===== config.mk =====
export PLATFORM = sky130hd
export DESIGN_NAME = qcpc_cfg_regs
export DESIGN_NICKNAME = d
export VERILOG_FILES = /design/src/sv/qcpc_pkg.sv /design/src/sv/qcpc_cfg_regs.sv
export SDC_FILE = /design/constraint.sdc
export NUM_CORES = 1
export LEC_CHECK = 0
export ABC_AREA = 0
export ABC_CLOCK_PERIOD_IN_PS = 1350
export BUFFER_PORTS_ARGS = -buffer_cell sky130_fd_sc_hd__clkbuf_2
export CAP_MARGIN = 5
export CORE_MARGIN = 1
export CORE_UTILIZATION = 55
export CTS_CLUSTER_SIZE = 40
export DETAILED_ROUTE_END_ITERATION = 10
export GPL_TIMING_DRIVEN = 0
export PLACE_DENSITY = 0.85
export REMOVE_ABC_BUFFERS = 1
export SLEW_MARGIN = 20
export SYNTH_ARGS = -nofsm -noshare
export SYNTH_HDL_FRONTEND = slang
export SYNTH_SLANG_ARGS = --single-unit

===== constraint.sdc =====
create_clock -name clk -period 1.35 [get_ports clk]
set_input_delay 0.27 -clock clk [delete_from_list [all_inputs] [get_ports clk]]
set_output_delay 0.27 -clock clk [all_outputs]
set_load 0.05 [all_outputs]

===== src/sv/qcpc_pkg.sv =====
`timescale 1ns / 1ps
// Shared types and constants for the quad clip-plane classifier.
// No dependencies; every other file takes its names from here.
package qcpc_pkg;

    // Data word, plane and corner counts
    localparam int unsigned WORD_W        = 32;
    localparam int unsigned NUM_CORNERS   = 4;
    localparam int unsigned NUM_PLANES    = 4;
    localparam int unsigned NUM_XZ_PLANES = 2;
    localparam int unsigned COEFS_PER_PLANE = 2;
    localparam int unsigned NUM_REGS      = NUM_PLANES * COEFS_PER_PLANE;

    // Configuration index is one bit wider than the register file needs,
    // so that writes beyond the last register can be seen and dropped
    localparam int unsigned REG_SEL_W = $clog2(NUM_REGS);
    localparam int unsigned CFG_IDX_W = REG_SEL_W + 1;

    // Count of adjacent negative pairs around the quad, 0..NUM_CORNERS
    localparam int unsigned CNT_W = $clog2(NUM_CORNERS + 1);
    localparam int unsigned CORNER_SEL_W = $clog2(NUM_CORNERS);

    typedef logic [WORD_W-1:0] word_t;

    typedef struct packed {
        word_t x;
        word_t y;
        word_t z;
    } corner_t;

    // Coefficient pair of one side plane: lateral axis and depth
    typedef struct packed {
        word_t coord_coef;
        word_t z_coef;
    } plane_t;

    typedef enum logic [1:0] {
        CLASS_OUTSIDE  = 2'd0,
        CLASS_CROSSING = 2'd1,
        CLASS_INSIDE   = 2'd2
    } class_t;

    // Lateral coordinate seen by a plane: x for the x/z planes, y otherwise
    function automatic word_t plane_coord(corner_t c, int unsigned plane);
        word_t r;
        if (plane < NUM_XZ_PLANES)
        begin
            r = c.x;
        end
        else
        begin
            r = c.y;
        end
        return r;
    endfunction

endpackage


===== src/sv/qcpc_cfg_regs.sv =====
`timescale 1ns / 1ps
// Plane coefficient register file, written through the configuration port.
// Depends on qcpc_pkg for widths and the plane type.
module qcpc_cfg_regs
(
    input  logic                          clk,
    input  logic                          rst_n,
    input  logic                          cfg_we,
    input  logic [qcpc_pkg::CFG_IDX_W-1:0] cfg_index,
    input  qcpc_pkg::word_t               cfg_data,
    output qcpc_pkg::plane_t              planes [qcpc_pkg::NUM_PLANES]
);

    qcpc_pkg::word_t regs_reg [qcpc_pkg::NUM_REGS];
    logic            hit;

    // Drop writes beyond the last register
    assign hit = cfg_we &&
                 (cfg_index < qcpc_pkg::CFG_IDX_W'(qcpc_pkg::NUM_REGS));

    // Hold the coefficients; clear to zero at reset
    always_ff @(posedge clk or negedge rst_n)
    begin
        if (!rst_n)
        begin
            for (int i = 0; i < qcpc_pkg::NUM_REGS; i++)
            begin
                regs_reg[i] <= '0;
            end
        end
        else if (hit)
        begin
            regs_reg[cfg_index[qcpc_pkg::REG_SEL_W-1:0]] <= cfg_data;
        end
    end

    // Pair the registers up per plane: lateral coefficient, then depth
    for (genvar p = 0; p < qcpc_pkg::NUM_PLANES; p++)
    begin : g_plane
        assign planes[p].coord_coef = regs_reg[p * qcpc_pkg::COEFS_PER_PLANE];
        assign planes[p].z_coef     = regs_reg[p * qcpc_pkg::COEFS_PER_PLANE + 1];
    end

endmodule


======== After elaboration in Yosys (flattened, before gate mapping) ========
Cells that the tools add are included.
storage, ports and cells
  word-level logic and storage cells ...... 17
  input port bits ......................... 39
  register bits after elaboration ......... 256
  output and inout bits ................... 256
cells by class
  reduce and logical (&&, ||, !) cells .... 2
  $lt $le $gt $ge ......................... 3
  bitwise gates (word level) .............. 1
  multiplexer cells ....................... 3
operator list
  kind                count
  $bwmux 256          1
  $demux 32 s3        1
  $mux 32             1
  $ge 4x4->1 const B  1
  $lt 4x1->1 const B  1
  $lt 4x4->1 const B  1
  $not 3->4           1
  $logic_and 1x1->1   2

======== Longest topological paths before layout ========
  word-level depth ........................ 6
  gate-level depth with buffers ........... 5
  mapped depth without buffers ............ 3

======== Least setup slack after synthesis ========
OpenSTA, ideal clock, no wires.
  path type ............................... input to register
  start ................................... input port cfg_index[3] (netlist name)
  end ..................................... register regs_reg (netlist bit planes[129])
  required time ........................... 1225 ps
  setup slack ............................. -74 ps
  path buffers ............................ 2
  arrival ................................. 1299 ps
  stages .................................. 5
  cells stage by stage .................... nor3b_4 nor2b_1 clkbuf_2 buf_6 mux2_2
on the way
  word-level cells in the longest chain between the ends .. 2
RTL lines
  element                          RTL line             RTL
  from (decl)                      qcpc_cfg_regs.sv:9   input logic [qcpc_pkg::CFG_IDX_W-1:0] cfg_index,
  $lt 4x4->1                       qcpc_cfg_regs.sv:19  (cfg_index < qcpc_pkg::CFG_IDX_W'(qcpc_pkg::NUM_REGS));
  $logic_and 1x1->1                qcpc_cfg_regs.sv:18  assign hit = cfg_we &&
  to (signal, indexed assignment)  qcpc_cfg_regs.sv:33  regs_reg[cfg_index[qcpc_pkg::REG_SEL_W-1:0]] <= cfg_data;
  to (decl)                        qcpc_cfg_regs.sv:14  qcpc_pkg::word_t regs_reg [qcpc_pkg::NUM_REGS];
Every way passes these cells.
A chain may end at the register's enable or synchronous reset.

======== Worst setup path after layout ========
  start ................................... input port cfg_we
  end ..................................... register regs_reg (netlist bit planes[161])
on the way
  word-level cells in the longest chain between the ends .. 1
RTL lines
  element            RTL line             RTL
  from (decl)        qcpc_cfg_regs.sv:8   input logic cfg_we,
  $logic_and 1x1->1  qcpc_cfg_regs.sv:18
Every way passes these cells.

==> results.sh <==
export IMPL_nFillCells=399
export IMPL_tritoncts="built"
export IMPL_dp_slack_ns=-0.843
export IMPL_grt_max_degree=104
export IMPL_grt_pass1_wl_mm=48.0
export IMPL_die_area_mm2=0.0180
export IMPL_area_delta_synth_final_pct=64.6
export IMPL_clkTransAtPathRegs_ns=0.06
export IMPL_synth_seq_cells=256
export IMPL_h_tree_depth=1
export IMPL_drive_gt1_frac=0.731
export IMPL_status="complete, but fails checks"
export IMPL_largest_reg_flops=256
export IMPL_drc=0
export IMPL_die_y_um=134
export IMPL_clkLatencyLatePin_ns=0.53
export IMPL_drtAntennaViolNets=0
export IMPL_clock_path_buffers=3
export IMPL_fin_crit_sh=1.17
export IMPL_layout_common_cells="buf_8 (257), dfrtp_1 (256), mux2_2 (250), buf_4 (115), clkbuf_2 (37)"
export IMPL_hold_viol_final=0
export IMPL_initial_core_util=0.572
export IMPL_synth_seq_area_share=0.666
export IMPL_io_pins=295
export IMPL_slew_violations=0
export IMPL_antenna_found_initial=1
export IMPL_cts_sinks=256
export IMPL_final_seq_area_mm2=0.00641
export IMPL_critical_path_class="in2reg"
export IMPL_wirelength_mm=39.6
export IMPL_fin_nets=1017
export IMPL_avgSynthCellArea_um2=17.5
export IMPL_grt_total_usage=0.365
export IMPL_multi_input_area_mm2=0.00307
export IMPL_grt_overflow=0
export IMPL_core_area_mm2=0.0168
export IMPL_dp_hpwl_mm=15.9
export IMPL_vias=7455
export IMPL_worst_pin_slew_ns=0.722
export IMPL_finalCriticalPeriod_ns=1.57
export IMPL_wl_per_cell_um=32.5
export IMPL_io_buffer_count=294
export IMPL_maxCapViolCount=0
export IMPL_fmax_mhz=635
export IMPL_drt_vias_per_instance=6.12
export IMPL_cp_arrival_ns=1.97
export IMPL_mostFrequentLayoutCell="buf_8"
export IMPL_netlist_area_mm2=0.00962
export IMPL_worstPathRequired_ns=1.75
export IMPL_drt_pass1_iter_count=5
export IMPL_synthesis_instances=550
export IMPL_routabilityCongestion=0.766
export IMPL_cp_end_kind="register"
export IMPL_die_x_um=134
export IMPL_cp_start_kind="primary input"
export IMPL_power_density_mw_per_mm2=2220
export IMPL_tns_ns=-14.77
export IMPL_cts_buffers=26
export IMPL_fin_ws_ns=-0.224
export IMPL_rsz0062_at_grt="true"
export IMPL_fin_skew_ns=0
export IMPL_violations="setup timing"
export IMPL_leakagePower_uw=0.00756
export IMPL_first_iter_violations=430
export IMPL_row_count=47
export IMPL_holdWs_ns=0.101
export IMPL_maxSlewHeadroom=0.518
export IMPL_cts_root_buffer="clkbuf_16"
export IMPL_final_setup_viol_count=313
export IMPL_crit_fanout=32
export IMPL_hold_path_class="in2reg"
export IMPL_grt_pass1_vias=7595
export IMPL_netlist_cell_type_count=14
export IMPL_ir_drop_mv=1.67
export IMPL_yosys_warnings=0
## where the power goes
group	internal, uW	switching [uW]
clock network	4140	3190
registers	9460	2120
logic	7010	9240
total	20600	14500
## Yosys cell counts, drive strengths merged
cell type	number	area share
nand2	2	0.00078
buf	24	0.020
nor3b	3	0.0059
nand3b	3	0.0044
dfrtp	256	0.67
nor2	2	0.00078
clkbuf	2	0.0010
nor2b	1	0.00065
mux2	256	0.30
nand2b	1	0.00065
## worst paths after layout
| kind | startpoint | endpoint | slack (ns) | cells past startpoint |
|---|---|---|---|---|
| min | cfg_data[4] | planes[100]$_DFFE_PN0P_ | 0.10 | 2 |
| max reg2reg | planes[237]$_DFFE_PN0P_ | planes[237]$_DFFE_PN0P_ | 0.25 | 3 |
| max in group asynchronous | rst_n | planes[85]$_DFFE_PN0P_ | 0.12 | 3 |
| min in group asynchronous | rst_n | planes[217]$_DFFE_PN0P_ | 0.33 | 2 |
| max | cfg_we | planes[161]$_DFFE_PN0P_ | -0.22 | 5 |
| min reg2reg | planes[102]$_DFFE_PN0P_ | planes[102]$_DFFE_PN0P_ | 0.55 | 1 |
## cell families after synthesis
family                 synth area share
multiplexers                      0.300
flip-flops                        0.666
buffers and inverters            0.0209
AND/OR/NAND/NOR                  0.0131
## final cells by class
type / count / share of cell area
Sequential cell: 256 / 0.405
Timing Repair Buffer: 425 / 0.330
Multi-Input combinational cell: 269 / 0.194
Clock buffer: 40 / 0.0515
Tap cell: 220 / 0.0174
Clock inverter: 7 / 0.00221
Antenna cell: 1 / 0.000158
## worst max-delay path, cell delays in order
cell	delay (ns)
clkbuf_2	0.15
nor3b_4	0.27
buf_12	0.17
nand3b_4	0.56
mux2_2	0.54
## per-stage QoR
stage / utilization / area (um^2) / power, uW / cells
5_1_grt: 0.941 / 15800 / 35900 / 1218
2_1_floorplan: - / 9420 / 18400 / 524
4_1_cts: 0.888 / 14900 / 31800 / 1149
6_report: 0.941 / 15800 / 35200 / 1218
3_5_place_dp: 0.678 / 11400 / 21300 / 1048
3_3_place_gp: 0.664 / 11200 / 20900 / 1038
## routing by layer
metal  vias to the layer above  routed length, um  track usage
li1                       2806                  -            -
met1                      3894              13100        0.423
met2                       568              20200        0.637
met3                       187               3570        0.101
met4                         0               2740        0.155
met5                         -                  0            0
## timing repair
action | CTS | global route
cloned | 0 | 2
hold buffers | 1 | 0
pin swaps | 4 | 0
endpoints found under the setup margin | 421 | 437
buffers inserted | 53 | 66
hold endpoints to repair | 53 | 0
gates resized for setup | 512 | 260
No activity file was read; power rests on OpenSTA's default activity.
