## src/sv/qcpc_pkg.sv

```systemverilog
`timescale 1ns / 1ps
// Shared types and constants for the quad clip-plane classifier.
// No dependencies; every other file takes its names from here.
package qcpc_pkg;

    // Data word, plane and corner counts
    localparam int unsigned WORD_W        = 32;
    localparam int unsigned NUM_CORNERS   = 4;
    localparam int unsigned NUM_PLANES    = 4;
    localparam int unsigned NUM_XZ_PLANES = 2;
    localparam int unsigned COEFS_PER_PLANE = 2;
    localparam int unsigned NUM_REGS      = NUM_PLANES * COEFS_PER_PLANE;

    // Configuration index is one bit wider than the register file needs,
    // so that writes beyond the last register can be seen and dropped
    localparam int unsigned REG_SEL_W = $clog2(NUM_REGS);
    localparam int unsigned CFG_IDX_W = REG_SEL_W + 1;

    // Count of adjacent negative pairs around the quad, 0..NUM_CORNERS
    localparam int unsigned CNT_W = $clog2(NUM_CORNERS + 1);
    localparam int unsigned CORNER_SEL_W = $clog2(NUM_CORNERS);

    typedef logic [WORD_W-1:0] word_t;

    typedef struct packed {
        word_t x;
        word_t y;
        word_t z;
    } corner_t;

    // Coefficient pair of one side plane: lateral axis and depth
    typedef struct packed {
        word_t coord_coef;
        word_t z_coef;
    } plane_t;

    typedef enum logic [1:0] {
        CLASS_OUTSIDE  = 2'd0,
        CLASS_CROSSING = 2'd1,
        CLASS_INSIDE   = 2'd2
    } class_t;

    // Lateral coordinate seen by a plane: x for the x/z planes, y otherwise
    function automatic word_t plane_coord(corner_t c, int unsigned plane);
        word_t r;
        if (plane < NUM_XZ_PLANES)
        begin
            r = c.x;
        end
        else
        begin
            r = c.y;
        end
        return r;
    endfunction

endpackage

```

## src/sv/qcpc_sign_stage.sv

```systemverilog
`timescale 1ns / 1ps
// Second pipeline stage: wrap-around sum of the two products per plane and
// corner, reduced to its sign. Depends on qcpc_pkg.
module qcpc_sign_stage
(
    input  logic                                clk,
    input  logic                                rst_n,
    input  logic                                in_valid,
    output logic                                in_ready,
    input  qcpc_pkg::word_t                     prod_coord [qcpc_pkg::NUM_PLANES][qcpc_pkg::NUM_CORNERS],
    input  qcpc_pkg::word_t                     prod_z     [qcpc_pkg::NUM_PLANES][qcpc_pkg::NUM_CORNERS],
    output logic                                out_valid,
    input  logic                                out_ready,
    output logic [qcpc_pkg::NUM_CORNERS-1:0]    neg        [qcpc_pkg::NUM_PLANES]
);

    logic                             valid_reg;
    logic [qcpc_pkg::NUM_CORNERS-1:0] neg_reg  [qcpc_pkg::NUM_PLANES];
    logic [qcpc_pkg::NUM_CORNERS-1:0] neg_next [qcpc_pkg::NUM_PLANES];
    qcpc_pkg::word_t                  sum      [qcpc_pkg::NUM_PLANES][qcpc_pkg::NUM_CORNERS];

    assign in_ready = !valid_reg || out_ready;

    // The distance sign is the top bit of the wrap-around sum
    always_comb
    begin
        for (int p = 0; p < qcpc_pkg::NUM_PLANES; p++)
        begin
            for (int c = 0; c < qcpc_pkg::NUM_CORNERS; c++)
            begin
                sum[p][c]      = prod_coord[p][c] + prod_z[p][c];
                neg_next[p][c] = sum[p][c][qcpc_pkg::WORD_W-1];
            end
        end
    end

    always_ff @(posedge clk or negedge rst_n)
    begin
        if (!rst_n)
        begin
            valid_reg <= 1'b0;
        end
        else if (in_ready)
        begin
            valid_reg <= in_valid;
        end
    end

    always_ff @(posedge clk)
    begin
        if (in_ready && in_valid)
        begin
            neg_reg <= neg_next;
        end
    end

    assign out_valid = valid_reg;
    assign neg       = neg_reg;

endmodule

```

## config.mk

```make
export PLATFORM = sky130hd
export DESIGN_NAME = qcpc_sign_stage
export DESIGN_NICKNAME = d
export VERILOG_FILES = /design/src/sv/qcpc_pkg.sv /design/src/sv/qcpc_sign_stage.sv
export SDC_FILE = /design/constraint.sdc
export NUM_CORES = 1
export LEC_CHECK = 0
export ABC_AREA = 1
export BUFFER_PORTS_ARGS = -buffer_cell sky130_fd_sc_hd__buf_2
export CAP_MARGIN = 20
export CORE_AREA = 2 2 406 408
export DETAILED_ROUTE_END_ITERATION = 10
export DIE_AREA = 0 0 408 410
export REMOVE_ABC_BUFFERS = 1
export SLEW_MARGIN = 25
export SYNTH_ARGS = -nofsm -noshare
export SYNTH_HDL_FRONTEND = slang
export SYNTH_SLANG_ARGS = --single-unit
```

## constraint.sdc

```tcl
create_clock -name clk -period 1.7 [get_ports clk]
set_input_delay 0.17 -clock clk [delete_from_list [all_inputs] [get_ports clk]]
set_output_delay 0.17 -clock clk [all_outputs]
set_load 0.005 [all_outputs]
```

* Word-level counts from Yosys, hierarchy flattened
Index checks and enable logic that the tools add are counted.
** Word-level totals
- Output and inout bits :: 18
- Register bits :: 17
- Bits of input ports :: 1028
- Word-level logic and storage cells :: 24
** Operators by class
- Reduce and logical (&&, ||, !) cells :: 3
- $add $sub $neg :: 16
** Operator list (number)
- $add A32 B32 Y32 :: 16
- $logic_and A1 B1 Y1 :: 1
- $logic_not A1 Y1 :: 1
- $logic_or A1 B1 Y1 :: 1

* Logic depth before layout (Yosys ltp)
Gate-level depths: netlist of run 1.
- Depth after elaboration :: 3
- Depth in mapped cells :: 13
- Mapped depth without buffers :: 13

* Worst setup path before layout of run 1
No wires, ideal clock.
- Path kind :: reg-to-reg
- Start :: register valid_reg (netlist: out_valid)
- End :: register neg_reg, in the netlist neg[0], enable pin
- Data required time :: 1306 ps
- Period minus slack after synthesis :: 1640 ps
- Slack :: 60 ps
- Arrival :: 1246 ps
- Setup time :: 394 ps
- Path buffers :: 0
- Stages on the path, launching flop included :: 2
- Cells stage by stage :: dfrtp_1 a21oi_1
** On the way
- Cells in the longest elaborated chain, start to end :: 3
** RTL lines
- start: declaration :: RTL line qcpc_sign_stage.sv:17 : logic valid_reg;
- start signal: assignment :: RTL line qcpc_sign_stage.sv:45 : valid_reg <= in_valid;
- $logic_not A1 Y1 :: RTL line qcpc_sign_stage.sv:22 : assign in_ready = !valid_reg || out_ready;
- $logic_or A1 B1 Y1 :: RTL line qcpc_sign_stage.sv:22
- $logic_and A1 B1 Y1 :: RTL line qcpc_sign_stage.sv:51 : if (in_ready && in_valid)
- end signal: assignment :: RTL line qcpc_sign_stage.sv:53 : neg_reg <= neg_next;
- end: declaration :: RTL line qcpc_sign_stage.sv:18 : logic [qcpc_pkg::NUM_CORNERS-1:0] neg_reg [qcpc_pkg::NUM_PLANES];
No other way between the ends.
A chain may end at the register's enable or synchronous reset.

==> impl_results.md, run 1 <==
* Library cells used by synthesis at 20
* Mapped Area at 12700 sq um
* Worst Max-Slew Pin Slew at 0.493 ns
* Required time worst endpoint at 1.80 ns
* CTS Buffer Depth at 2
* Worst Setup End Kind: register
* Iteration-0 DRC Markers at 1536
* Hpwl dp at 129 mm
* RSZ-0062 raised after global routing: no
* CTS tree: yes
* Clk sinks at 17
* Worst-Skew Late Latency at 0.34 ns
* Resize count post-CTS at 0
* Area grow syn2layout at 67.1%
* Vias after detailed routing at 18900
* Die Y at 410 um
* Synth warnings at 0
* Final min period at 1.51 ns
* FMAX at 664 MHz
* Inserted Clock Buffers at 3
* Final setup fails at 0
* Max cap viols at 0
* # nets final at 4571
* Critical path cell sequence: buf_2 -> ha_1 -> nand2_1 -> nor2_1 -> nand2_1 -> nor2_1 -> nand2_1 -> nand2_1 -> buf_12 -> nand2_1 -> nand3_1 -> nand2_1
* Register area share after synthesis at 0.0399
* Hold Vio Cnt, Final at 0
* Via/cell ratio at 3.55
* Critical path startpoint: prod_z[462]
* First-pass GRT wire length at 166 mm
* Worst setup path class: in2reg
* Largest cells by area after synthesis: ha_1 (47%), nand2_1 (24%), inv_1 (7.8%)
* Gr ovfl total at 0
* Most common cell after layout, fill and taps aside: buf_2
* Filler cells at 19200
* Crit-path slowest cell: ha_1
* DIE AREA at 167000 sq um
* Largest net degree at the start of global routing at 17
* Die Width at 408 um
* IO Pins at 1046
* HP Class: in2reg
* DRC at 0
* Reg2reg start: out_valid$_DFFE_PN0N_
* TritonRoute pass-1 iters at 6
* Clk_skew at 0.0132 ns
* CP startpoint kind: primary input
* Total GRT Usage at 0.154
* Slew headroom at 0.668
* Peak supply drop at 0.378 mV
* Period utilisation layout at 0.886
* Core ar. at 163000 sq um
* Vias in the first global route at 17000
* P_leak at 0.0124 uW
* Final WL at 135 mm
* Hold Startpoint: out_ready
* Max incr delay on CP at 0.30 ns
* Input/output buffers at 1045
* Avg Cell Area, Syn at 6.37 sq um
* Commonest non-fill, non-tap cells in the layout: buf_2 (1045), nand2_1 (814), ha_1 (480), inv_1 (265), a21oi_1 (150)
* Critical Path Fanout Max at 2
* Status: finished clean
* RePlAce Congestion at 1.07
* Slack of the critical path at 0.194 ns
* Pwr Total at 6060 uW
* Yosys top cell by area: ha_1
* Reg clk slew, reported paths at 0.14 ns
* Top-area cell type share of the netlist area at 0.474
* Initial Util at 0.0775
* Top cell family by delay on the critical path: simple AND/OR/NAND/NOR gates
* Fin. max-slew vios at 0
* H-tree levels at 1
* Initial antenna violation count at 312
* CP dominant cell by count: nand2_1
* Post-synthesis register bit count at 17
* Place WS at -0.241 ns
* Clock root buffer: clkbuf_16
* WL/cell at 25.3 um
* Post-route ant nets at 0
* Max reg flops at 16
* Layout cells sized above 1 at 0.362
* Buf/Inv on CP at 2
* Critical Path AT at 1.61 ns
* Synthesized instance count at 1990
* Row cnt at 149
* Pwr dens at 286 nW/um^2
[cell families after synthesis]
group | after synthesis | synth area share
xor gates and xnor gates | 16 | 0.0111
buffers and inverters | 265 | 0.0785
adders and majority gates | 480 | 0.474
AOI/OAI and AO/OA | 180 | 0.0732
DFF | 17 | 0.0399
and+or+nand+nor | 1032 | 0.324
[stage by stage]
step	setup TNS [ns]	cell area, sq um	utilization	std cells	hold WS (ns)
floorplan	0	12700	-	1990	-0.126
global placement	-0.759	20900	0.128	5246	-0.0441
detailed placement	-0.673	20900	0.128	5246	-0.0434
CTS	0	21000	0.128	5251	0.0897
global route	0	21100	0.129	5295	0.126
finish	0	21200	0.130	5333	0.123
[power breakdown]
group	switching, uW	total (uW)	internal (uW)
clock	512	844	332
combinational	2580	4670	2090
sequential	24.0	542	518
total	3120	6060	2940
[synth_stat cells, drive strengths merged]
cell type / n
a21o: 8
a21oi: 151
and2: 2
dfrtp: 1
edfxtp: 16
ha: 480
inv: 265
nand2: 820
nand3: 46
nand4: 16
nor2: 134
nor3: 12
nor3b: 2
o21a: 3
o21ai: 18
xnor2: 16
[worst min-delay path, delay by kind of cell]
| family | cells | cell delay, ns |
|---|---|---|
| buf+inv | 2 | 0.13 |
| simple gates | 2 | 0.13 |
[layout make-up]
cell class / instances / area [sq um] / share of cell area
diodes: 82 / 205 / 0.00969
clock buffers: 4 / 78.8 / 0.00372
inverters: 265 / 995 / 0.0470
multi-input cells: 1708 / 11200 / 0.528
flip-flops and latches: 17 / 505 / 0.0239
well taps: 2189 / 2740 / 0.129
repair buffers: 1068 / 5470 / 0.258
[worst paths after layout]
kind,end,slack [ns],cells past startpoint
setup / recovery,neg[13]$_DFFE_PP_,0.19,12
hold / removal,out_valid$_DFFE_PN0N_,0.12,4
setup reg to reg,neg[13]$_DFFE_PP_,0.41,2
hold reg to reg,out_valid$_DFFE_PN0N_,0.63,2
max in group asynchronous,out_valid$_DFFE_PN0N_,1.41,2
min in group asynchronous,out_valid$_DFFE_PN0N_,0.20,2
[routing by layer]
layer  GRT usage  part of all wire  vias up
li1            -                 -     8755
met1       0.171              0.36     8246
met4      0.0527             0.044      166
met3      0.0811              0.14      497
met5           0            0.0079        -
met2       0.251              0.45     1265
[what timing repair did]
item / CTS / global route
endpoints found under the hold margin: 1 / 0
setup buffers: 0 / 0
hold buffers: 1 / 0
Note: power is estimated with default switching activity, not from simulation.
==> inputs of run 2 (changes only) <==
Settings changed: PLACE_DENSITY set to 0.3.
==> impl_results.md, run 2 (synthesized netlist as in run 1, its figures left out) <==
* Worst Setup End Kind: register
* CP dominant cell by count: nand2_1
* HP Class: in2reg
* Input/output buffers at 1045
* Layout cells sized above 1 at 0.366
* Row cnt at 149
* Post-route ant nets at 0
* H-tree levels at 1
* Combinational Power Share at 0.775
* Crit-path slowest cell: ha_1
* Initial antenna violation count at 186
* FMAX at 642 MHz
* Most common cell after layout, fill and taps aside: buf_2
* Worst Max-Slew Pin Slew at 0.544 ns
* Gr ovfl total at 0
* P_leak at 0.0124 uW
* RSZ-0062 raised after global routing: no
* Sw Ratio at 0.493
* Worst-Skew Late Latency at 0.33 ns
* Slack of the critical path at 0.143 ns
* Clock root buffer: clkbuf_16
* Area grow syn2layout at 66.9%
* Max reg flops at 16
* Reg clk slew, reported paths at 0.13 ns
* CP startpoint kind: primary input
* Pwr dens at 279 nW/um^2
* IO Pins at 1046
* Post-placement cell count at 5254
* Required time worst endpoint at 1.81 ns
* Core ar. at 163000 sq um
* Inserted Clock Buffers at 3
* Hpwl dp at 107 mm
* Final setup fails at 0
* Total GRT Usage at 0.127
* CTS Buffer Depth at 2
* Critical Path AT at 1.67 ns
* Iteration-0 DRC Markers at 636
* Power Internal at 2990 uW
* DRC at 0
* Die Y at 410 um
* Setup Buffers After CTS at 0
* # nets final at 4579
* Final WL at 111 mm
* Fin. max-slew vios at 0
* Critical path cell sequence: buf_2 -> ha_1 -> nand2_1 -> nor2_2 -> nand2_1 -> nor2_4 -> nand2_1 -> nand2_2 -> buf_12 -> nand2_1 -> nand3_1 -> nand2_1
* Worst setup path class: in2reg
* Critical Path Fanout Max at 2
* WL/cell at 21.0 um
* Clk sinks at 17
* Vias after detailed routing at 17100
* RePlAce Congestion at 0.868
* Initial Util at 0.0775
* Max incr delay on CP at 0.31 ns
* Non-filler cells, final at 5283
* Commonest non-fill, non-tap cells in the layout: buf_2 (1045), nand2_1 (813), ha_1 (480), inv_1 (265), a21oi_1 (147)
* CTS tree: yes
* DIE AREA at 167000 sq um
* Hold Vio Cnt, Final at 0
* Via/cell ratio at 3.24
* Slew headroom at 0.635
* Peak supply drop at 0.361 mV
* Max cap viols at 0
* Clk_skew at 0.0200 ns
* Final min period at 1.56 ns
* Switching pwr at 2910 uW
* TritonRoute pass-1 iters at 5
* First-pass GRT wire length at 141 mm
* Flop pwr share at 0.091
* Place WS at -0.732 ns
* Period utilisation layout at 0.916
* Vias in the first global route at 16400
* Status: finished clean
* Clock share of power at 0.133
* Largest net degree at the start of global routing at 17
* Die Width at 408 um
==> run 2: layout make-up <==
class	instances	area (sq um)
diodes	24	60.1
well taps	2189	2740
multi-input cells	1708	11200
flip-flops and latches	17	505
clock buffers	4	78.8
fillers	19300	142000
repair buffers	1076	5540
inverters	265	995
==> run 2: worst paths after layout <==
path / from / end / slack (ns) / cells after the start
max in group asynchronous: rst_n / out_valid$_DFFE_PN0N_ / 1.35 / 2
min in group asynchronous: rst_n / out_valid$_DFFE_PN0N_ / 0.27 / 2
worst max-delay path: prod_coord[14] / neg[3]$_DFFE_PP_ / 0.14 / 12
worst min register to register: out_valid$_DFFE_PN0N_ / out_valid$_DFFE_PN0N_ / 0.62 / 2
worst min-delay path: in_valid / out_valid$_DFFE_PN0N_ / 0.06 / 3
worst max register to register: out_valid$_DFFE_PN0N_ / neg[14]$_DFFE_PP_ / 0.42 / 2
==> run 2: power by group through the flow <==
stage / Combinational (uW) / Sequential (uW) / Clock [uW]
after floorplan: 2110 / 543 / 0
after global placement: 4650 / 551 / 0
after detailed placement: 4660 / 550 / 0
after CTS: 4710 / 542 / 917
after global routing: 5290 / 544 / 900
final: 4580 / 539 / 787
==> run 2: stage by stage <==
stage / hold WS (ns) / total power (uW) / cell area, sq um / setup TNS [ns] / util
2_1_floorplan: -0.126 / 2650 / 12700 / 0 / -
6_report: 0.0552 / 5900 / 21200 / 0 / 0.129
3_3_place_gp: -0.0503 / 5200 / 21000 / -1.00 / 0.128
5_1_grt: 0.0520 / 6740 / 21100 / 0 / 0.129
3_5_place_dp: -0.0486 / 5210 / 21000 / -1.04 / 0.128
4_1_cts: 0.0258 / 6170 / 21100 / 0 / 0.129
==> run 2: worst max-delay path, delay by kind of cell <==
| kind | cells | cell delay, ns |
|---|---|---|
| and+or+nand+nor | 9 | 0.98 |
| adders and majority gates | 1 | 0.31 |
| buffers and inverters | 2 | 0.20 |
==> run 2: metal layers <==
metal | global-route usage | routed length, um
met2 | 0.227 | 53300
met4 | 0.00562 | 1880
met1 | 0.143 | 41500
met5 | 0 | 782
met3 | 0.0585 | 13600
==> run 2: timing repair <==
item                                    in CTS  in global routing
gates resized for setup                      7                  4
pin swaps                                    0                  0
endpoints found under the setup margin       1                  1
hold buffers                                 1                  0
endpoints found under the hold margin        1                  0
