**src/sv/qcpc_pkg.sv**
```systemverilog
`timescale 1ns / 1ps
// Shared types and constants for the quad clip-plane classifier.
// No dependencies; every other file takes its names from here.
package qcpc_pkg;

    // Data word, plane and corner counts
    localparam int unsigned WORD_W        = 32;
    localparam int unsigned NUM_CORNERS   = 4;
    localparam int unsigned NUM_PLANES    = 4;
    localparam int unsigned NUM_XZ_PLANES = 2;
    localparam int unsigned COEFS_PER_PLANE = 2;
    localparam int unsigned NUM_REGS      = NUM_PLANES * COEFS_PER_PLANE;

    // Configuration index is one bit wider than the register file needs,
    // so that writes beyond the last register can be seen and dropped
    localparam int unsigned REG_SEL_W = $clog2(NUM_REGS);
    localparam int unsigned CFG_IDX_W = REG_SEL_W + 1;

    // Count of adjacent negative pairs around the quad, 0..NUM_CORNERS
    localparam int unsigned CNT_W = $clog2(NUM_CORNERS + 1);
    localparam int unsigned CORNER_SEL_W = $clog2(NUM_CORNERS);

    typedef logic [WORD_W-1:0] word_t;

    typedef struct packed {
        word_t x;
        word_t y;
        word_t z;
    } corner_t;

    // Coefficient pair of one side plane: lateral axis and depth
    typedef struct packed {
        word_t coord_coef;
        word_t z_coef;
    } plane_t;

    typedef enum logic [1:0] {
        CLASS_OUTSIDE  = 2'd0,
        CLASS_CROSSING = 2'd1,
        CLASS_INSIDE   = 2'd2
    } class_t;

    // Lateral coordinate seen by a plane: x for the x/z planes, y otherwise
    function automatic word_t plane_coord(corner_t c, int unsigned plane);
        word_t r;
        if (plane < NUM_XZ_PLANES)
        begin
            r = c.x;
        end
        else
        begin
            r = c.y;
        end
        return r;
    endfunction

endpackage

```
**src/sv/qcpc_class_stage.sv**
```systemverilog
`timescale 1ns / 1ps
// Third pipeline stage and output register: counts negative corner pairs
// around the quad per plane and picks the class. Depends on qcpc_pkg.
module qcpc_class_stage
(
    input  logic                             clk,
    input  logic                             rst_n,
    input  logic                             in_valid,
    output logic                             in_ready,
    input  logic [qcpc_pkg::NUM_CORNERS-1:0] neg [qcpc_pkg::NUM_PLANES],
    output logic                             out_valid,
    input  logic                             out_ready,
    output qcpc_pkg::class_t                 quad_class
);

    // Walk the outline as corners 0, 1, 3, 2 and back to 0
    localparam logic [qcpc_pkg::CORNER_SEL_W-1:0] RING_ORDER [qcpc_pkg::NUM_CORNERS] =
        '{2'd0, 2'd1, 2'd3, 2'd2};

    logic                        valid_reg;
    qcpc_pkg::class_t            class_reg;
    qcpc_pkg::class_t            class_next;
    logic [qcpc_pkg::CNT_W-1:0]  count [qcpc_pkg::NUM_PLANES];
    logic                        any_outside;
    logic                        any_pair;

    assign in_ready = !valid_reg || out_ready;

    // Count edges whose two end corners are both behind the plane
    always_comb
    begin
        any_outside = 1'b0;
        any_pair    = 1'b0;
        for (int p = 0; p < qcpc_pkg::NUM_PLANES; p++)
        begin
            count[p] = '0;
            for (int k = 0; k < qcpc_pkg::NUM_CORNERS; k++)
            begin
                count[p] = count[p] + qcpc_pkg::CNT_W'(
                    neg[p][RING_ORDER[k]] &&
                    neg[p][RING_ORDER[(k + 1) % qcpc_pkg::NUM_CORNERS]]);
            end
            if (count[p] == qcpc_pkg::CNT_W'(qcpc_pkg::NUM_CORNERS))
            begin
                any_outside = 1'b1;
            end
            if (count[p] != '0)
            begin
                any_pair = 1'b1;
            end
        end
        if (any_outside)
        begin
            class_next = qcpc_pkg::CLASS_OUTSIDE;
        end
        else if (!any_pair)
        begin
            class_next = qcpc_pkg::CLASS_INSIDE;
        end
        else
        begin
            class_next = qcpc_pkg::CLASS_CROSSING;
        end
    end

    always_ff @(posedge clk or negedge rst_n)
    begin
        if (!rst_n)
        begin
            valid_reg <= 1'b0;
        end
        else if (in_ready)
        begin
            valid_reg <= in_valid;
        end
    end

    // Hold the result while the receiver stalls
    always_ff @(posedge clk)
    begin
        if (in_ready && in_valid)
        begin
            class_reg <= class_next;
        end
    end

    assign out_valid  = valid_reg;
    assign quad_class = class_reg;

endmodule
```
**config.mk**
```make
export PLATFORM = sky130hd
export DESIGN_NAME = qcpc_class_stage
export DESIGN_NICKNAME = d
export VERILOG_FILES = /design/src/sv/qcpc_pkg.sv /design/src/sv/qcpc_class_stage.sv
export SDC_FILE = /design/constraint.sdc
export NUM_CORES = 1
export LEC_CHECK = 0
export BUFFER_PORTS_ARGS = -buffer_cell sky130_fd_sc_hd__buf_4
export CELL_PAD_IN_SITES_DETAIL_PLACEMENT = 1
export CELL_PAD_IN_SITES_GLOBAL_PLACEMENT = 1
export CORE_MARGIN = 2
export CORE_UTILIZATION = 32
export DETAILED_ROUTE_END_ITERATION = 6
export PLACE_DENSITY = 0.87
export REMOVE_ABC_BUFFERS = 1
export SETUP_SLACK_MARGIN = 0.4
export SLEW_MARGIN = 10
export SYNTH_ARGS = -nofsm -noshare
export SYNTH_HDL_FRONTEND = slang
export SYNTH_SLANG_ARGS = --single-unit
```
**constraint.sdc**
```tcl
create_clock -name clk -period 1.7 [get_ports clk]
set_input_delay 0.34 -clock clk [delete_from_list [all_inputs] [get_ports clk]]
set_output_delay 0.34 -clock clk [all_outputs]
set_load 0.02 [all_outputs]
```
# Word level (Yosys, flattened, before mapping)
# Cells that the tools add are included.
# W data, S select, Z words.
[totals]
reg_bits = 3
wordCells = 50
inputBits = 20
out_inout_bits = 4
[op_classes]
add_sub_neg = 12
reduce_logical = 23
n_mux = 9
n_eq_ne = 4
[ops]
columns = ["op", "count"]
rows = [
  ["$logic_and A1 B1 Y1", 17],
  ["$add A2 B1 Y3", 4],
  ["$add A3 B1 Y3", 4],
  ["$eq A3 B3 Y1 const B", 4],
  ["$reduce_bool A3 Y1", 4],
  ["$add A1 B1 Y2", 4],
  ["$mux W1", 8],
  ["$mux W2", 1],
  ["$logic_not A1 Y1", 1],
  ["$logic_or A1 B1 Y1", 1],
]

# Longest topological paths before layout
# Gate-level depths: netlist (run 1).
[depth]
depth_word = 10
depth_mapped = 8
mapped_depth_nobuf = 8

# Worst setup path after synthesis (run 1)
# No wires, ideal clock.
[synth_timing]
path_type = "input to register"
from = "input neg[12] in the netlist's numbering"
to = "register class_reg[0] (netlist: quad_class[0]) (data pin)"
setup_ns = 0.266
path_buffers = 0
path_slack_ns = -0.520
cell_stages = 8
t_required_ns = 1.434
t_arrival_ns = 1.954
cell_sequence = "nand2_1 > fa_1 > inv_1 > ha_1 > ha_1 > nor4_1 > and4_4 > a2111oi_2"
[synth_via]
elab_chain_len = 10
elab_cells_between_ends = 16
cone_classes = "add/sub: 3; eq/ne: 1; mux: 9; reduce/logical: 3"
[synth_lines]
columns = ["item", "line_no", "source"]
rows = [
  ["start, declared", "qcpc_class_stage.sv:10", "input logic [qcpc_pkg::NUM_CORNERS-1:0] neg [qcpc_pkg::NUM_PLANES],"],
  ["$logic_and A1 B1 Y1", "qcpc_class_stage.sv:40", "neg[p][RING_ORDER[k]] &&"],
  ["$add A1 B1 Y2", "qcpc_class_stage.sv:39", "count[p] = count[p] + qcpc_pkg::CNT_W'("],
  ["$add A2 B1 Y3", "qcpc_class_stage.sv:39", ""],
  ["$add A3 B1 Y3 (*)", "qcpc_class_stage.sv:39", ""],
  ["$reduce_bool A3 Y1", "qcpc_class_stage.sv:47", "if (count[p] != '0)"],
  ["$mux W1 (4 in series)", "qcpc_class_stage.sv:47", ""],
  ["$mux W2", "qcpc_class_stage.sv:56", "else if (!any_pair)"],
  ["end signal, assigned", "qcpc_class_stage.sv:83", "class_reg <= class_next;"],
  ["end, declared", "qcpc_class_stage.sv:21", "qcpc_pkg::class_t class_reg;"],
]
# Every way passes the cells marked *; elsewhere a longest branch is shown, timed or not.
# A chain may end at the register's enable or synchronous reset.

# Worst setup path in the final report (run 1)
[layout_timing]
from = "input neg[15] in the netlist's numbering"
to = "register class_reg[0] (netlist: quad_class[0]) (data pin)"
[layout_via]
elab_chain_len = 10
elab_cells_between_ends = 16
cone_classes = "add/sub: 3; eq/ne: 1; mux: 9; reduce/logical: 3"
[layout_lines]
columns = ["item", "line_no"]
rows = [
  ["$logic_and A1 B1 Y1", "qcpc_class_stage.sv:40"],
  ["$add A1 B1 Y2", "qcpc_class_stage.sv:39"],
  ["$add A2 B1 Y3 (*)", "qcpc_class_stage.sv:39"],
  ["$add A3 B1 Y3 (*)", "qcpc_class_stage.sv:39"],
  ["$reduce_bool A3 Y1", "qcpc_class_stage.sv:47"],
  ["$mux W1 (4 in series)", "qcpc_class_stage.sv:47"],
  ["$mux W2", "qcpc_class_stage.sv:56"],
]
# Marks and branches as above.

==> key figures, run 1 <==
Power and ir drop
  • Pwr Density: 525.4 mW/mm^2
  • Maximum vdd drop: 0.2862 mV
  • P_leak: 0.4177 nW

Timing
  • Final min period: 2.108 ns
  • Fin crit share: 124.0%
  • Final setup margin: -0.4083 ns
  • Setup Skew: 0.0002277 ns
  • Slew HR: 73.88%
  • Setup violators final: 2
  • Slew @ Worst Pin: 0.3910 ns
  • Final hold vios: 0
  • Final number of max-transition violations: 0
  • RSZ-0062 raised after global routing: true
  • Max Freq: 474.3 MHz

Yosys
  • Flip-flop and latch count after synthesis: 3
  • Count of cell types in the netlist: 14
  • Yosys warning total: 0
  • Post-synth top flop: edfxtp_1
  • FFs w/ async S/R, synth: 33.33%
  • Synth Instances: 51
  • Most common cell in the netlist: nand2_1
  • Fraction of the yosys area taken by sequential cells: 18.89%
  • Mean Syn Cell Area: 8.832 um^2
  • Post-synth EDFFs: 2
  • Post-synth top area share: 22.22%
  • Mapped Area: 450.4 um^2
  • Area leader, netlist: ha_1
  • Leading post-synthesis cells by instance count: nand2_1 (12), ha_1 (8), inv_1 (8)
  • Area contributors post-synth: ha_1 (22%), fa_1 (18%), edfxtp_1 (13%)

Cells and area
  • Fill count: 141
  • Layout Cells excl Fill: 97
  • Nets: 115
  • # diodes: 0
  • Layout cells sized above 1: 63.41%
  • Layout overhead on the synthesized area: 97.22%

Setup path
  • Critical path's slowest cell: fa_1
  • WP data arrival: 2.07 ns
  • Critical Path Source Type: input port
  • CP Cell Sequence: buf_4 -> nand2_4 -> fa_1 -> inv_1 -> ha_2 -> ha_4 -> nor4_4 -> and4_4 -> a2111oi_4
  • CP Class: in2reg
  • WP data required: 1.66 ns
  • Critical Path End Type: register
  • CP Max Fanout: 2
  • Slowest stage delay, CP: 0.52 ns

Placed design
  • DP Worst Slack: -0.7148 ns
  • Placed insts: 90
  • Buffers on Ports: 23
  • GP Congestion: 0.6877
  • HPWL after DPL: 953.3 um

Die
  • Full die area: 0.001724 mm^2
  • I/O pin total: 24
  • Die Height: 41.52 um
  • Core ar.: 0.001301 mm^2
  • Die width: 41.52 um
  • Initial Util: 34.62%
  • Rows: 13

GRT
  • GRT met3 Usage: 4.783%
  • Global-route wire length before repair: 2801 um
  • Antenna violations before repair: 0
  • Met1 usage: 22.58%
  • Vias in the first global route: 608
  • Largest net degree at the start of global routing: 4
  • GRT overflow: 0
  • Met2 GRT Util: 41.25%
  • GRT Total Usage: 22.40%
  • Busiest layer in global routing: met2

Drt
  • Vias/cell: 5.052
  • WL/cell: 17.54 um
  • # DRC: 0
  • Post-route ant nets: 0
  • Via count: 490
  • Initial drt markers: 3
  • Drt pass-1 iters: 4
  • Routed WL: 1701 um

Clock tree
  • Clk sinks: 3
  • Worst-path clk slew: 0.04 ns
  • Clock Latency Late Sink: 0.23 ns
  • CTS tree: done
  • Clk root buf: clkbuf_4
  • Num CTS Buffers: 3
  • H-Tree Depth: 1
  • CTS Buffer Depth: 2

Status
  • Failing checks: negative setup slack
  • Outcome: finished, violations left

Job
  • Max_cap viols: 0

Hold path
  • Worst hold path type: in2reg
## cells by family (layout without fill, tap and decap cells)
logic type | Yosys count | count (layout) | share of synthesized area (%)
simple gates | 26 | 26 | 29.17
fa+ha+maj | 12 | 12 | 40.00
buf+inv | 8 | 39 | 6.667
flops | 3 | 3 | 18.89
compound gates | 2 | 2 | 5.277
## placed cells by master (no fill, tap or decap)
cell           instances
buf_4                 20
inv_1                  7
and2_1                 5
nand2_2                5
ha_4                   5
nand2_1                4
fa_1                   4
buf_6                  4
nand2_4                3
ha_2                   3
clkbuf_4               3
nand2b_1               2
nor4_4                 2
buf_8                  2
edfxtp_1               2
inv_2                  1
nor2_1                 1
nor2_4                 1
nor2_2                 1
and4_4                 1
nor3b_1                1
a22o_1                 1
a2111oi_4              1
clkbuf_1               1
dlygate4sd3_1          1
dfrtp_1                1
## layout make-up
class                   instances  area (um^2)  area share (%)
multi-input cells              40        493.0           55.49
flip-flops and latches          3        85.08           9.577
well taps                      15        18.77           2.113
repair buffers                 27        235.2           26.48
clock buffers                   4        26.28           2.958
inverters                       8        30.03           3.380
## power breakdown
part	internal, mW	switching, mW
Sequential	0.0839	0.00174
Clock	0.0880	0.0373
Combinational	0.135	0.121
Total	0.307	0.160
## what timing repair did
| item | 4_1_cts | 5_1_grt |
|---|---|---|
| buffers inserted | 2 | 0 |
| endpoints found under the hold margin | 1 | 0 |
| resized for setup | 24 | 14 |
| cloned | 0 | 0 |
| hold buffers | 1 | 0 |
| pin swaps | 14 | 5 |
| endpoints found under the setup margin | 2 | 2 |
## per-layer routing
layer / share of wire, % / vias up
met5: 0 / -
met4: 1.6 / 0
met3: 4.4 / 4
met2: 59 / 20
met1: 35 / 236
li1: - / 230
## sequential cells by signal (all words and copies together), names as in the netlist
| register | cells |
|---|---|
| out_valid | 1 |
| quad_class | 2 |
## worst max-delay path: cells and delay by family
kind,cells,cell delay (ns)
AOI/OAI and AO/OA,1,0.04
adders and majority gates,3,0.94
buffers and inverters,2,0.15
and+or+nand+nor,3,0.60
## metrics by stage
step | power, mW | util, % | hold WS (ns) | instance area [um^2] | setup TNS (ns)
3_5_place_dp | 0.2354 | 49.90 | 0.1216 | 649.4 | -1.249
6_report | 0.4668 | 68.27 | 0.3307 | 888.4 | -0.6440
2_1_floorplan | 0.1685 | - | 0.04441 | 450.4 | -0.8662
5_1_grt | 0.5068 | 68.27 | 0.3227 | 888.4 | -0.7508
3_3_place_gp | 0.2265 | 49.90 | 0.1154 | 649.4 | -1.103
4_1_cts | 0.4237 | 63.46 | 0.3244 | 825.8 | -0.5085
## final timing paths
| check | startpoint | endpoint | slack, ns | depth (start not counted) |
|---|---|---|---|---|
| hold reg to reg | out_valid | out_valid | 0.57 | 2 |
| setup / recovery | neg[15] | quad_class[0] | -0.41 | 9 |
| min in group asynchronous | rst_n | out_valid | 0.43 | 2 |
| setup reg to reg | out_valid | quad_class[0] | 0.73 | 2 |
| max in group asynchronous | rst_n | out_valid | 1.18 | 2 |
| hold / removal | in_valid | out_valid | 0.33 | 2 |
Note: power is estimated with default switching activity, not from simulation.
==> inputs of run 2 (changes only) <==
CORE_MARGIN = not set   (was 2)
==> key figures, run 2 (same netlist as run 1, synthesis figures left out) <==
Status
  • Outcome: finished, violations left
  • Failing checks: negative setup slack

Setup path
  • WP data arrival: 2.04 ns (-0.03 ns)
  • WP data required: 1.67 ns (about the same)
  • Critical Path End Type: register
  • CP Cell Sequence: buf_8 -> nand2_4 -> fa_1 -> inv_2 -> ha_4 -> ha_4 -> nor4_4 -> and4_4 -> a2111oi_4
  • CP bufs+invs: 2 (unchanged)
  • Largest delay contributor family on the critical path: adder cells
  • Slowest stage delay, CP: 0.56 ns (+0.04 ns)
  • Critical Path Source Type: input port
  • Top cell by count, worst path: ha_4
  • CP Class: in2reg
  • FF-to-FF setup slack: 0.73 ns (about the same)
  • Critical path's slowest cell: fa_1
  • CP Max Fanout: 2 (unchanged)

Placed design
  • GP Congestion: 0.6482 (-5.7%)
  • HPWL after DPL: 984.4 um (+3.3%)
  • Placed insts: 90 (unchanged)
  • Buffers on Ports: 23 (unchanged)
  • DP Worst Slack: -0.6895 ns (+0.02530 ns)

Die
  • Core ar.: 0.001301 mm^2 (unchanged)
  • Rows: 13 (unchanged)
  • Full die area: 0.001561 mm^2 (-9.4%)
  • Die width: 39.52 um (-4.8%)
  • Die Height: 39.52 um (-4.8%)
  • Initial Util: 34.62% (unchanged)
  • I/O pin total: 24 (unchanged)

GRT
  • Global-route wire length before repair: 2194 um (-22%)
  • GRT overflow: 0 (unchanged)
  • Vias in the first global route: 528 (-13%)
  • Antenna violations before repair: 0 (unchanged)
  • GRT Total Usage: 22.16% (-0.25 points)
  • Largest net degree at the start of global routing: 4 (unchanged)

Timing
  • Setup violators final: 2 (unchanged)
  • Slew @ Worst Pin: 0.2371 ns (-0.1539 ns)
  • RSZ-0062 raised after global routing: true
  • Final setup margin: -0.3691 ns (+0.03920 ns)
  • Slew HR: 84.06% (+10 points)
  • Setup TNS: -0.5764 ns (+0.06759 ns)
  • Max Freq: 483.3 MHz (+1.9%)
  • Fin crit share: 121.7% (-2.3 points)
  • Final hold vios: 0 (unchanged)
  • Final number of max-transition violations: 0 (unchanged)
  • Final min period: 2.069 ns (-0.03920 ns)
  • Setup Skew: 0.003948 ns (+0.003721 ns)

Clock tree
  • Clock Latency Late Sink: 0.23 ns (about the same)
  • Clk root buf: clkbuf_4
  • CTS tree: done
  • Worst-path clk slew: 0.04 ns (about the same)
  • Clk sinks: 3 (unchanged)
  • H-Tree Depth: 1 (unchanged)
  • Num CTS Buffers: 3 (unchanged)
  • CTS Buffer Depth: 2 (unchanged)

Power and ir drop
  • P_leak: 0.4175 nW (about the same)
  • Maximum vdd drop: 0.2584 mV (-9.7%)
  • Total chip power: 0.4753 mW (+1.8%)
  • Pwr Density: 526.1 mW/mm^2 (+0.13%)

Drt
  • # DRC: 0 (unchanged)
  • Post-route ant nets: 0 (unchanged)
  • Initial drt markers: 4 (+1)
  • Via count: 505 (+3.1%)
  • Vias/cell: 5.260 (+4.1%)
  • Drt pass-1 iters: 4 (unchanged)
  • Routed WL: 1707 um (+0.35%)
  • WL/cell: 17.78 um (+1.4%)

Cells and area
  • Nets: 114 (-0.87%)
  • Layout cells sized above 1: 65.43% (+2.0 points)
  • Commonest non-fill, non-tap cell in the layout: buf_4
  • Layout overhead on the synthesized area: 100.6%
  • Commonest cells after routing, fill and taps aside: buf_4 (17), inv_1 (6), ha_4 (6)
  • Largest register FFs: 2 (unchanged)
  • # diodes: 0 (unchanged)
  • Final core utilization: 69.42% (+1.2 points)
  • Layout Cells excl Fill: 96 (-1.0%)

Hold path
  • Worst hold path type: in2reg

Job
  • Max_cap viols: 0 (unchanged)
## run 2: power by group
| part | switching (mW) | total, mW | internal [mW] | leakage [nW] |
|---|---|---|---|---|
| combinational | 0.123 | 0.262 | 0.139 | 0.374 |
| clock | 0.0392 | 0.127 | 0.0881 | 0.0150 |
| sequential | 0.00157 | 0.0854 | 0.0838 | 0.0285 |
| total | 0.164 | 0.475 | 0.311 | 0.417 |
## run 2: per-layer routing
layer  GRT usage [%]  routed length, um  up-vias
li1                -                  -      229
met1           19.87                587      239
met2           38.52                962       29
met3           6.818                 81        8
met4           20.69                 76        0
met5               0                  0        -
## run 2: final timing paths
kind,startpoint,end,cells after the start
max in group asynchronous,rst_n,out_valid,2
min,in_valid,out_valid,2
min in group asynchronous,rst_n,out_valid,2
max,neg[13],quad_class[0],9
min reg2reg,out_valid,out_valid,2
max reg2reg,out_valid,quad_class[1],2
## run 2: final cells by class
cell class | instances | area (um^2)
fillers | 134 | 397.9
inverters | 8 | 30.03
repair buffers | 26 | 239.0
clock buffers | 4 | 26.28
multi-input cells | 40 | 504.2
well taps | 15 | 18.77
flip-flops and latches | 3 | 85.08
## run 2: metrics by stage
stage | instance area (um^2) | hold WS, ns
after floorplan | 450.4 | 0.04441
after global placement | 649.4 | 0.1152
after detailed placement | 649.4 | 0.1161
after CTS | 827.0 | 0.3049
after global routing | 903.4 | 0.3390
final | 903.4 | 0.3496
## run 2: timing repair
action	CTS	global route
setup endpoints to repair	2	2
hold endpoints to repair	1	0
buffers inserted	0	1
pin swaps	14	5
gates resized for setup	30	15
hold buffers	1	0
## run 2: worst reg2reg max path, delay by kind of cell (launching register included)
family / cells / cell delay (ns)
flip-flops: 1 / 0.37
AND/OR/NAND/NOR: 2 / 0.31
==> inputs of run 3 (changes only) <==
SKIP_LAST_GASP = 1   (was not set)
==> key figures, run 3 (same netlist as run 1, synthesis figures left out) <==
Cells and area
  • Layout cells sized above 1: 60.00% (-5.4 points)
  • # diodes: 0 (unchanged)
  • Layout Cells excl Fill: 95 (-1.0%)
  • Largest register FFs: 2 (unchanged)
  • Layout overhead on the synthesized area: 91.39%
  • Final core utilization: 66.25% (-3.2 points)
  • Commonest cells after routing, fill and taps aside: buf_4 (17), inv_1 (7)
  • Nets: 113 (-0.88%)
  • Commonest non-fill, non-tap cell in the layout: buf_4
  • Fill count: 144 (+7.5%)
  • Design Area, Final: 862.1 um^2 (-4.6%)

Setup path
  • Critical R2R Launch: out_valid
  • WP data required: 1.67 ns (about the same)
  • Critical Path End Type: register
  • CP Max Fanout: 2 (unchanged)
  • WP data arrival: 2.07 ns (+0.03 ns)
  • Crit path launch: neg[13]
  • Capturing point of the worst reg2reg path: quad_class[0]
  • Critical Path Source Type: input port
  • CP Class: in2reg
  • FF-to-FF setup slack: 0.73 ns (about the same)
  • Register-to-Register Path Depth: 2 (unchanged)

Power and ir drop
  • Share of total power in combinational logic: 53.3% (-1.9 points)
  • Sequential power share: 18.6% (+0.6 points)
  • Sw Pwr: 0.1628 mW (-0.82%)
  • P_leak: 0.3993 nW (-4.3%)
  • Sw Share: 35.30% (+0.76 points)
  • Clock share of power: 28.1% (+1.3 points)
  • Total chip power: 0.4612 mW (-3.0%)
  • Pint: 0.2984 mW (-4.1%)
  • Pwr Density: 535.0 mW/mm^2 (+1.7%)
  • Maximum vdd drop: 0.2445 mV (-5.4%)

GRT
  • Antenna violations before repair: 0 (unchanged)
  • GRT Total Usage: 22.82% (+0.67 points)
  • Met2 GRT Util: 43.44% (+4.9 points)
  • GRT overflow: 0 (unchanged)
  • Vias in the first global route: 506 (-4.2%)
  • Largest net degree at the start of global routing: 4 (unchanged)
  • GRT met3 Usage: 6.250% (-0.57 points)
  • Busiest layer in global routing: met2
  • Global-route wire length before repair: 2208 um (+0.64%)
  • Met1 usage: 20.07% (+0.20 points)

Timing
  • Final number of max-transition violations: 0 (unchanged)
  • Slew @ Worst Pin: 0.5306 ns (+0.2935 ns)
  • Final min period: 2.105 ns (+0.03604 ns)
  • RSZ-0062 raised after global routing: true
  • Slew HR: 64.55% (-20 points)
  • Max Freq: 475.0 MHz (-1.7%)
  • Fin crit share: 123.8% (+2.1 points)
  • Final setup margin: -0.4051 ns (-0.03604 ns)
  • Setup violators final: 2 (unchanged)
  • Final hold vios: 0 (unchanged)
  • Worst Hold Slack: 0.3213 ns (-0.02823 ns)
  • Setup Skew: 0.003123 ns (-0.0008247 ns)
  • Setup TNS: -0.6382 ns (-0.06180 ns)

Drt
  • Initial drt markers: 3 (-1)
  • Vias/cell: 5.337 (+1.5%)
  • # DRC: 0 (unchanged)
  • Drt pass-1 iters: 4 (unchanged)
  • Routed WL: 1927 um (+13%)
  • WL/cell: 20.28 um (+14%)
  • Post-route ant nets: 0 (unchanged)
  • Via count: 507 (+0.40%)

Clock tree
  • Clock Latency Late Sink: 0.24 ns (about the same)
  • H-Tree Depth: 1 (unchanged)
  • Num CTS Buffers: 3 (unchanged)
  • Worst-path clk slew: 0.04 ns (about the same)
  • CTS Buffer Depth: 2 (unchanged)
  • CTS tree: done
  • Clk sinks: 3 (unchanged)
  • Clk root buf: clkbuf_4

Die
  • Initial Util: 34.62% (unchanged)
  • Die width: 39.52 um (unchanged)
  • Die Height: 39.52 um (unchanged)
  • I/O pin total: 24 (unchanged)
  • Full die area: 0.001561 mm^2 (unchanged)
  • Core ar.: 0.001301 mm^2 (unchanged)
  • Rows: 13 (unchanged)

Hold path
  • Worst hold path type: in2reg
  • Hold Path Depth: 2 (unchanged)
  • Worst Hold Endpoint: out_valid
  • HP Start: in_valid

Placed design
  • Buffers on Ports: 23 (unchanged)
  • DP Worst Slack: -0.6895 ns (unchanged)
  • Post-DP Area: 649.4 um^2 (unchanged)
  • Placed insts: 90 (unchanged)
  • HPWL after DPL: 984.4 um (unchanged)
  • GP Congestion: 0.6482 (unchanged)

Status
  • Outcome: finished, violations left
  • Failing checks: negative setup slack

Job
  • Max_cap viols: 0 (unchanged)
-- run 3: timing repair --
action                     CTS  global route
setup buffers                0             0
pin swaps                   14             4
hold endpoints to repair     1             0
gates resized for setup     25            12
hold buffers                 1             0
setup endpoints to repair    2             2
-- run 3: how the worst max path moves through the flow --
stage                          endpoint  slack (ns)
after floorplan           quad_class[0]       -0.52
after global placement    quad_class[0]       -0.65
after detailed placement  quad_class[0]       -0.69
after CTS                 quad_class[0]       -0.34
after global routing      quad_class[0]       -0.47
final                     quad_class[0]       -0.41
-- run 3: critical path: stages --
cell and delay [ns]:
buf_8 0.08, nand2_4 0.04, fa_1 0.53, inv_1 0.05, ha_2 0.20, ha_4 0.26, nor4_4 0.26, and4_4 0.28
a2111oi_4 0.04
-- run 3: routing by layer --
metal,share of wire (%),wire (um)
met2,56,1077
met1,34,649
met3,6.1,118
met4,4.3,82
met5,0,0
-- run 3: layout make-up --
cell class | count | area, um^2 | share of cell area [%]
Tap cell | 15 | 18.77 | 2.177
Sequential cell | 3 | 85.08 | 9.869
Clock buffer | 4 | 26.28 | 3.048
Multi-Input combinational cell | 40 | 474.2 | 55.01
Timing Repair Buffer | 25 | 227.7 | 26.42
Inverter | 8 | 30.03 | 3.483
-- run 3: power by group through the flow --
stage               Sequential [mW]  Clock, mW  Combinational, mW
CTS                          0.0855      0.129              0.202
global placement             0.0863          0              0.139
floorplan                    0.0920          0             0.0765
finish                       0.0856      0.130              0.246
detailed placement           0.0865          0              0.149
global route                 0.0862      0.131              0.263
